===== config.mk =====
export PLATFORM = sky130hd
export DESIGN_NAME = two_machine_flow_shop_scheduler_core
export DESIGN_NICKNAME = d
export VERILOG_FILES = /design/src/hdl/jfs_pkg.sv /design/src/hdl/jfs_datapath.sv /design/src/hdl/jfs_ctrl.sv /design/src/hdl/two_machine_flow_shop_scheduler_core.sv
export SDC_FILE = /design/constraint.sdc
export NUM_CORES = 2
export LEC_CHECK = 0
export ABC_AREA = 0
export BUFFER_PORTS_ARGS = -buffer_cell sky130_fd_sc_hd__buf_2
export CAP_MARGIN = 20
export CORE_ASPECT_RATIO = 1.4
export CORE_MARGIN = 5
export CORE_UTILIZATION = 33
export DETAILED_ROUTE_END_ITERATION = 8
export GPL_ROUTABILITY_DRIVEN = 0
export REMOVE_ABC_BUFFERS = 1
export SYNTH_ARGS = -nofsm -noshare
export SYNTH_HDL_FRONTEND = slang
export SYNTH_SLANG_ARGS = --single-unit

===== constraint.sdc =====
create_clock -name clk -period 11.2 [get_ports clk]
set_input_delay 0.56 -clock clk [delete_from_list [all_inputs] [get_ports clk]]
set_output_delay 0.56 -clock clk [all_outputs]
set_load 0.05 [all_outputs]

===== src/hdl/jfs_pkg.sv =====
// Shared types and constants for the two-machine flow shop scheduler.
package jfs_pkg;

  localparam int unsigned MaxJobsDefault = 64;
  localparam int unsigned IdW            = 16;
  localparam int unsigned TimeW          = 16;
  localparam int unsigned SchedW         = 24;

  typedef struct packed {
    logic [IdW-1:0]   job_id;
    logic [TimeW-1:0] time_on_b;
    logic [TimeW-1:0] time_on_c;
    logic             last_job;
  } job_in_t;

  typedef struct packed {
    logic [IdW-1:0]    out_job_id;
    logic [SchedW-1:0] start_on_b;
    logic [SchedW-1:0] start_on_c;
    logic [SchedW-1:0] makespan;
    logic              overflow;
    logic              last_result;
  } job_out_t;

  // Controller to datapath.
  typedef struct packed {
    logic load;        // write incoming job
    logic sched_init;  // start the timing pass
    logic emit_init;   // start the emission pass
    logic scan_init;   // restart the selection scan
    logic scan_step;   // read and compare one stored job
    logic pick;        // take the selected job
    logic clear;       // drop the set
  } jfs_cmd_t;

  // Datapath to controller.
  typedef struct packed {
    logic scan_done;
    logic found;
    logic last_pick;
    logic emit_pass;
    logic empty;
  } jfs_stat_t;

endpackage


===== src/hdl/jfs_datapath.sv =====
// Job store, ordering, timing and result registers of the flow shop scheduler.
module jfs_datapath import jfs_pkg::*; #(
  parameter int unsigned MAX_JOBS = MaxJobsDefault
) (
  input  logic                clk,
  input  logic                rst,
  input  jfs_cmd_t            cmd,
  input  job_in_t             job,
  input  logic [TimeW-1:0]    start_time,
  output jfs_stat_t           stat,
  output logic                result_valid,
  output job_out_t            result
);

  localparam int unsigned AW = (MAX_JOBS > 1) ? $clog2(MAX_JOBS) : 1;
  localparam int unsigned CW = $clog2(MAX_JOBS + 1);
  localparam int unsigned KW = TimeW + AW;
  localparam int unsigned EW = IdW + 2*TimeW;

  logic [EW-1:0] store [MAX_JOBS];

  logic [CW-1:0]     count;
  logic              ovf;
  logic [CW-1:0]     scan_addr;
  logic [EW-1:0]     rd_q;
  logic [AW-1:0]     rd_idx;
  logic              rd_v;
  logic              phase_c, has_last, emit_pass, best_found;
  logic [KW-1:0]     last_key, best_key;
  logic [EW-1:0]     best;
  logic [CW-1:0]     picks;
  logic [SchedW-1:0] bt, ct, span;

  logic [TimeW-1:0]  rd_tb, rd_tc, best_tb, best_tc;
  logic [IdW-1:0]    best_id;
  logic              rd_ckey, cand, last_pick, take;
  logic [KW-1:0]     rd_key;
  logic [SchedW-1:0] bt_next, cs_next, ct_next;

  // Key of the job just read: smaller time, then index for stability.
  assign rd_tb   = rd_q[2*TimeW-1:TimeW];
  assign rd_tc   = rd_q[TimeW-1:0];
  assign rd_ckey = rd_tc < rd_tb;
  assign rd_key  = {rd_ckey ? rd_tc : rd_tb, rd_idx};

  // B-keyed jobs go out in ascending key order, then C-keyed ones descending.
  always_comb begin
    if (!phase_c) begin
      cand = !rd_ckey && (!has_last || rd_key > last_key)
                      && (!best_found || rd_key < best_key);
    end else begin
      cand = rd_ckey && (!has_last || rd_key < last_key)
                     && (!best_found || rd_key > best_key);
    end
  end

  always_ff @(posedge clk) begin
    if (rst) begin
      count <= '0;
      ovf   <= 1'b0;
    end else if (cmd.clear) begin
      count <= '0;
      ovf   <= 1'b0;
    end else if (cmd.load) begin
      if (count < CW'(MAX_JOBS)) count <= count + CW'(1);
      else                       ovf   <= 1'b1;
    end
  end

  always_ff @(posedge clk) begin
    if (cmd.load && count < CW'(MAX_JOBS)) begin
      store[count[AW-1:0]] <= {job.job_id, job.time_on_b, job.time_on_c};
    end
  end

  always_ff @(posedge clk) begin
    if (cmd.scan_step && scan_addr < count) begin
      rd_q   <= store[scan_addr[AW-1:0]];
      rd_idx <= scan_addr[AW-1:0];
    end
  end

  always_ff @(posedge clk) begin
    if (rst) begin
      scan_addr  <= '0;
      rd_v       <= 1'b0;
      best_found <= 1'b0;
    end else if (cmd.scan_init) begin
      scan_addr  <= '0;
      rd_v       <= 1'b0;
      best_found <= 1'b0;
    end else if (cmd.scan_step) begin
      rd_v <= (scan_addr < count);
      if (scan_addr < count) scan_addr <= scan_addr + CW'(1);
      if (rd_v && cand) best_found <= 1'b1;
    end
  end

  always_ff @(posedge clk) begin
    if (cmd.scan_step && rd_v && cand) begin
      best_key <= rd_key;
      best     <= rd_q;
    end
  end

  assign take = cmd.pick && best_found;

  always_ff @(posedge clk) begin
    if (rst) begin
      emit_pass <= 1'b0;
      phase_c   <= 1'b0;
      has_last  <= 1'b0;
      picks     <= '0;
    end else if (cmd.sched_init || cmd.emit_init) begin
      emit_pass <= cmd.emit_init;
      phase_c   <= 1'b0;
      has_last  <= 1'b0;
      picks     <= '0;
    end else if (cmd.pick) begin
      if (best_found) begin
        has_last <= 1'b1;
        picks    <= picks + CW'(1);
      end else begin
        phase_c  <= 1'b1;
        has_last <= 1'b0;
      end
    end
  end

  always_ff @(posedge clk) begin
    if (take) last_key <= best_key;
  end

  assign best_id = best[EW-1:2*TimeW];
  assign best_tb = best[2*TimeW-1:TimeW];
  assign best_tc = best[TimeW-1:0];

  always_comb begin
    bt_next = bt + SchedW'(best_tb);
    cs_next = (bt_next > ct) ? bt_next : ct;
    ct_next = cs_next + SchedW'(best_tc);
  end

  always_ff @(posedge clk) begin
    if (cmd.sched_init || cmd.emit_init) begin
      bt <= SchedW'(start_time);
      ct <= '0;
    end else if (take) begin
      bt <= bt_next;
      ct <= ct_next;
      if (!emit_pass) span <= ct_next - SchedW'(start_time);
    end
  end

  assign last_pick = (picks + CW'(1) == count);

  always_ff @(posedge clk) begin
    if (rst) result_valid <= 1'b0;
    else     result_valid <= take && emit_pass;
  end

  always_ff @(posedge clk) begin
    if (take && emit_pass) begin
      result.out_job_id  <= best_id;
      result.start_on_b  <= bt;
      result.start_on_c  <= cs_next;
      result.makespan    <= span;
      result.overflow    <= ovf;
      result.last_result <= last_pick;
    end
  end

  assign stat.scan_done = (scan_addr == count) && !rd_v;
  assign stat.found     = best_found;
  assign stat.last_pick = last_pick;
  assign stat.emit_pass = emit_pass;
  assign stat.empty     = (count == '0);

endmodule


===== src/hdl/jfs_ctrl.sv =====
// Sequencer for load, sort, timing and emission.
module jfs_ctrl import jfs_pkg::*; (
  input  logic      clk,
  input  logic      rst,
  input  logic      start,
  input  logic      last_job,
  input  jfs_stat_t stat,
  output jfs_cmd_t  cmd,
  output logic      busy
);

  localparam logic [2:0] S_LOAD  = 3'd0;
  localparam logic [2:0] S_CHECK = 3'd1;
  localparam logic [2:0] S_SINIT = 3'd2;
  localparam logic [2:0] S_SCAN  = 3'd3;
  localparam logic [2:0] S_EINIT = 3'd4;

  logic [2:0] state, state_next;

  always_ff @(posedge clk) begin
    if (rst) state <= S_LOAD;
    else     state <= state_next;
  end

  always_comb begin
    cmd        = '0;
    state_next = state;
    busy       = (state != S_LOAD);
    unique case (state)
      S_LOAD: begin
        cmd.load = start;
        if (start && last_job) state_next = S_CHECK;
      end
      S_CHECK: begin
        if (stat.empty) begin
          cmd.clear  = 1'b1;
          state_next = S_LOAD;
        end else begin
          cmd.sched_init = 1'b1;
          state_next     = S_SINIT;
        end
      end
      S_SINIT: begin
        cmd.scan_init = 1'b1;
        state_next    = S_SCAN;
      end
      S_SCAN: begin
        if (!stat.scan_done) begin
          cmd.scan_step = 1'b1;
        end else begin
          cmd.pick = 1'b1;
          if (stat.found && stat.last_pick) begin
            if (stat.emit_pass) begin
              cmd.clear  = 1'b1;
              state_next = S_LOAD;
            end else begin
              state_next = S_EINIT;
            end
          end else begin
            state_next = S_SINIT;
          end
        end
      end
      S_EINIT: begin
        cmd.emit_init = 1'b1;
        state_next    = S_SINIT;
      end
      default: state_next = S_LOAD;
    endcase
  end

endmodule


===== src/hdl/two_machine_flow_shop_scheduler_core.sv =====
// Top level of the two-machine flow shop scheduler (Johnson's rule).
//  channel | handshake             | payload
//  config  | start_time_we         | start_time_wdata
//  jobs    | start & !busy         | job
//  results | result_valid (strobe) | result
// Loading takes one job per cycle while not busy. After the last job, if any
// job is stored: a timing pass, then an emission pass, each of a setup step
// and N selection scans (one more scan when any job is C-keyed), N being the
// jobs stored. Each emission scan that takes a job ends in one result beat.
// Reset clears the job count and overflow flag; start_time resets to 0.
// Results cannot be stalled; busy falls as the last beat is presented.
module two_machine_flow_shop_scheduler_core import jfs_pkg::*; #(
  parameter int unsigned MAX_JOBS = MaxJobsDefault
) (
  input  logic             clk,
  input  logic             rst,
  input  logic             start_time_we,
  input  logic [TimeW-1:0] start_time_wdata,
  input  logic             start,
  input  job_in_t          job,
  output logic             busy,
  output logic             result_valid,
  output job_out_t         result
);

  logic [TimeW-1:0] start_time;
  jfs_cmd_t         cmd;
  jfs_stat_t        stat;
  logic             ctl_busy;

  always_ff @(posedge clk) begin
    if (rst)                start_time <= '0;
    else if (start_time_we) start_time <= start_time_wdata;
  end

  jfs_ctrl u_ctrl (
    .clk, .rst, .start, .last_job(job.last_job), .stat, .cmd, .busy(ctl_busy)
  );

  jfs_datapath #(.MAX_JOBS(MAX_JOBS)) u_dp (
    .clk, .rst, .cmd, .job, .start_time, .stat, .result_valid, .result
  );

  assign busy = ctl_busy;

endmodule

==> results.txt <==
----------------------------------------------------
[Final layout]
  Area overhead of the layout relative to synthesis ... 14.49%
  Number of standard cells in the layout, taps in and fillers out ... 11.83k
  Most frequent cells in the layout ... sky130_fd_sc_hd__edfxtp_1, sky130_fd_sc_hd__mux4_2, sky130_fd_sc_hd__clkbuf_16
  Most common cell after layout, fill and taps aside ... sky130_fd_sc_hd__edfxtp_1
  Fill cell instance count of the final layout ... 35.80k
  Fraction of final layout cells with drive strength greater than 1 ... 29.00%
  Number of nets in the final layout ... 6510

[CTS]
  Max H-tree Level ... 5
  Total of cells resized after clock tree synthesis ... 0
  Clk Latency, worst-skew pair ... 0.90 ns
  TritonCTS Buffers ... 324
  Clock Pin Slew Worst Setup and Hold Paths ... 0.06 ns
  TritonCTS clock tree ... yes
  Cell at the root of the clock tree ... sky130_fd_sc_hd__clkbuf_16
  Number of clock sinks ... 3427
  Maximum clock path buffer count ... 4

[Synthesis]
  Sequential share of the synthesized area ... 76.52%
  Synthesized netlist cell count ... 5879
  Flop and latch count out of synthesis ... 3427
  Count of cell types in the netlist ... 72
  Area of the mapped netlist ... 133500 um2
  Post-Syn Area per Cell ... 22.70 um2
  Post-synth ARST share ... 0%
  Synthesis warning total ... 0
  Most common flop cell mapped by yosys ... sky130_fd_sc_hd__edfxtp_1
  EDFF count, synth ... 3348

[Placement]
  HPWL after detailed placement ... 195200 um
  Count of placed standard cells including taps ... 11.21k
  Number of buffers added on ports ... 160

[Worst setup path]
  WS Path Type ... flip-flop to flip-flop
  Buffer and inverter count on the worst path ... 3
  Data arrival time at the worst-slack endpoint ... 8.97 ns
  Type of origin of the critical path ... flip-flop
  Data required time of the critical path ... 11.85 ns
  Delay-heaviest family, CP ... compound AO/OA/AOI/OAI gates
  Reg-to-reg setup timing slack ... 2.88 ns
  Worst-path maximum fanout ... 15
  Critical Path Slowest Stage Cell ... sky130_fd_sc_hd__o21ai_2
  Kind of capture point of the worst setup path ... flip-flop
  Cell repeated most along the worst path ... sky130_fd_sc_hd__ha_1
  Critical path's largest stage delay ... 0.58 ns

[Detailed routing]
  First-iteration detailed-routing DRC count ... 7612
  DRC errors left ... 0
  Drt total wl ... 367300 um
  Pre-antenna DRT Iters ... 5
  Routed Antenna Nets ... 0
  Via count ... 64.74k
  Number of vias per cell ... 5.473
  Detail-routed net length per standard cell ... 31.05 um

[Timing]
  Setup repair after global routing missed its margin ... no
  Time the worst path needs with I/O delays and setup ... 8.321 ns
  Maximum clock skew at final layout ... 0.1022 ns
  Max Transition Viols Final ... 0
  Slew margin rel. ... 20.57%
  Crit share post-route ... 74.30%
  Final setup violation count ... 0
  Total count of hold-check failures in the final report ... 0
  Worst-margin pin slew ... 1.192 ns
  Worst hold-check slack ... 0.04989 ns
  Fmax ... 120.2 MHz

[Outcome]
  Status ... completed

[GRT]
  Largest net degree at the start of global routing ... 161
  Total Routing Usage GR ... 17.18%
  Overflow left after global routing ... 0
  Global-route wire length before repair ... 512600 um
  Vias in the first global route ... 65.18k
  Antenna violations before repair ... 37

[Min path]
  Type of the tightest min-delay check ... input port to flip-flop

[Power]
  Max VDD drop ... 133.0 uV
  Areal power density over the cells ... 182.0 nW/um2
  Leakage power summed over all cells ... 0.04629 uW

[Floorplan]
  Core Rows ... 276
  Die area ... 417400 um2
  Initial standard-cell utilization of the core ... 33.09%
  Die Span Y ... 762.4 um
  Horiz. Die Dim ... 547.5 um
  Count of pins on the block boundary ... 161
  Area inside the core boundary ... 403300 um2

[Run]
  Count of max-cap constraint violations ... 0

----------------------------------------------------
metrics by stage:
stage	setup WS (ns)	instance area, um2	TNS (ns)	power [uW]	utilization (%)
2_1_floorplan	-25.08	132400	-7272.57	16270	-
3_3_place_gp	2.964	141700	0	16910	35.12
3_5_place_dp	2.904	141700	0	16970	35.14
4_1_cts	2.935	152400	0	28000	37.79
5_1_grt	2.314	152800	0	28760	37.88
6_report	2.879	152800	0	27800	37.88
registers in the layout, indices dropped and copies added (netlist names), 3 cells and up:
name            flops
u_dp.last_key      22
u_dp.rd_q          48
u_dp.scan_addr      7
u_dp.ct            24
u_dp.rd_idx         6
u_dp.best          48
u_dp.best_key      22
u_dp.count          7
u_dp.result        90
u_dp.picks          7
start_time         16
u_dp.store       3072
u_dp.bt            24
u_dp.span          24
u_ctrl.state        3
Yosys cell counts, types with 3 or more instances:
library cell / n / area [um2]
sky130_fd_sc_hd__edfxtp_1: 3348 / 100500
sky130_fd_sc_hd__mux4_2: 1008 / 22700
sky130_fd_sc_hd__clkbuf_1: 200 / 750.7
sky130_fd_sc_hd__nor2_1: 159 / 596.8
sky130_fd_sc_hd__ha_1: 144 / 1802
sky130_fd_sc_hd__inv_1: 141 / 529.3
sky130_fd_sc_hd__nand2_1: 126 / 473.0
sky130_fd_sc_hd__o21ai_0: 87 / 435.4
sky130_fd_sc_hd__dfxtp_1: 79 / 1582
sky130_fd_sc_hd__a21oi_1: 78 / 390.4
sky130_fd_sc_hd__buf_1: 65 / 244.0
sky130_fd_sc_hd__xnor2_1: 60 / 525.5
sky130_fd_sc_hd__a21o_1: 48 / 360.4
sky130_fd_sc_hd__nand3_1: 44 / 220.2
sky130_fd_sc_hd__nand4_1: 24 / 150.1
sky130_fd_sc_hd__nor3_1: 23 / 115.1
sky130_fd_sc_hd__xor2_1: 23 / 201.4
sky130_fd_sc_hd__o31ai_1: 22 / 165.2
sky130_fd_sc_hd__mux2i_1: 20 / 200.2
sky130_fd_sc_hd__o21a_1: 16 / 120.1
sky130_fd_sc_hd__o211ai_1: 12 / 90.09
sky130_fd_sc_hd__o21ai_1: 12 / 60.06
sky130_fd_sc_hd__a211oi_1: 9 / 67.56
sky130_fd_sc_hd__and2_1: 9 / 56.30
sky130_fd_sc_hd__and3_1: 8 / 50.05
sky130_fd_sc_hd__mux2_2: 8 / 90.09
sky130_fd_sc_hd__nand2b_1: 8 / 50.05
sky130_fd_sc_hd__nor2b_1: 8 / 50.05
sky130_fd_sc_hd__a31oi_1: 6 / 37.54
sky130_fd_sc_hd__nor3b_1: 6 / 45.04
sky130_fd_sc_hd__or3_1: 6 / 37.54
sky130_fd_sc_hd__a21boi_0: 5 / 37.54
sky130_fd_sc_hd__a221o_1: 4 / 40.04
sky130_fd_sc_hd__nor4_1: 4 / 25.02
sky130_fd_sc_hd__a211o_1: 3 / 26.28
sky130_fd_sc_hd__and4_1: 3 / 26.28
sky130_fd_sc_hd__buf_2: 3 / 15.01
sky130_fd_sc_hd__fa_1: 3 / 60.06
sky130_fd_sc_hd__o21bai_1: 3 / 22.52
sky130_fd_sc_hd__xnor2_2: 3 / 48.80
where the power goes:
| part | leakage [uW] | switching, uW | internal [uW] |
|---|---|---|---|
| clock | 0.00511 | 4790 | 6290 |
| combinational | 0.0104 | 1440 | 901 |
| sequential | 0.0307 | 53.5 | 14300 |
layout make-up:
type	count	area (um2)	share of cell area, %
Sequential cell	3427	102100	66.85
Timing Repair Buffer	357	2653	1.736
Antenna cell	10	25.02	0.01638
Tap cell	5282	6609	4.325
Multi-Input combinational cell	2041	30300	19.83
Inverter	143	539.3	0.3529
Clock inverter	187	2090	1.368
Clock buffer	382	8432	5.519
cells by family after synthesis:
family / Yosys count / synth area share, %
AO/OA/AOI/OAI: 332 / 1.609
XOR/XNOR: 86 / 0.5813
adder cells (fa/ha/maj): 147 / 1.395
buffers and inverters: 411 / 1.159
flip-flops: 3427 / 76.52
multiplexers: 1037 / 17.24
AND/OR/NAND/NOR: 439 / 1.494
routing by layer:
layer	part of all wire, %	track usage (%)	wire length [um]
met1	38	22.26	140100
met2	51	29.84	187600
met3	7.8	2.899	28470
met4	3.0	4.799	11020
met5	0.044	0	163
final timing paths:
path,start,to,cells past startpoint
worst max-delay path,u_dp.bt[0]$_DFFE_PP_,u_dp.span[20]$_DFFE_PP_,35
worst min register to register,u_dp.rd_q[36]$_DFFE_PP_,u_dp.best[36]$_DFFE_PP_,0
worst min-delay path,job[3],u_dp.store[40][2]$_DFFE_PP_,1
worst max register to register,u_dp.bt[0]$_DFFE_PP_,u_dp.span[20]$_DFFE_PP_,35
what timing repair did:
item | CTS | global route
hold endpoints to repair | 17 | 30
setup buffers | 0 | 0
hold buffers | 17 | 6
Power figures use the tool's default switching activity.
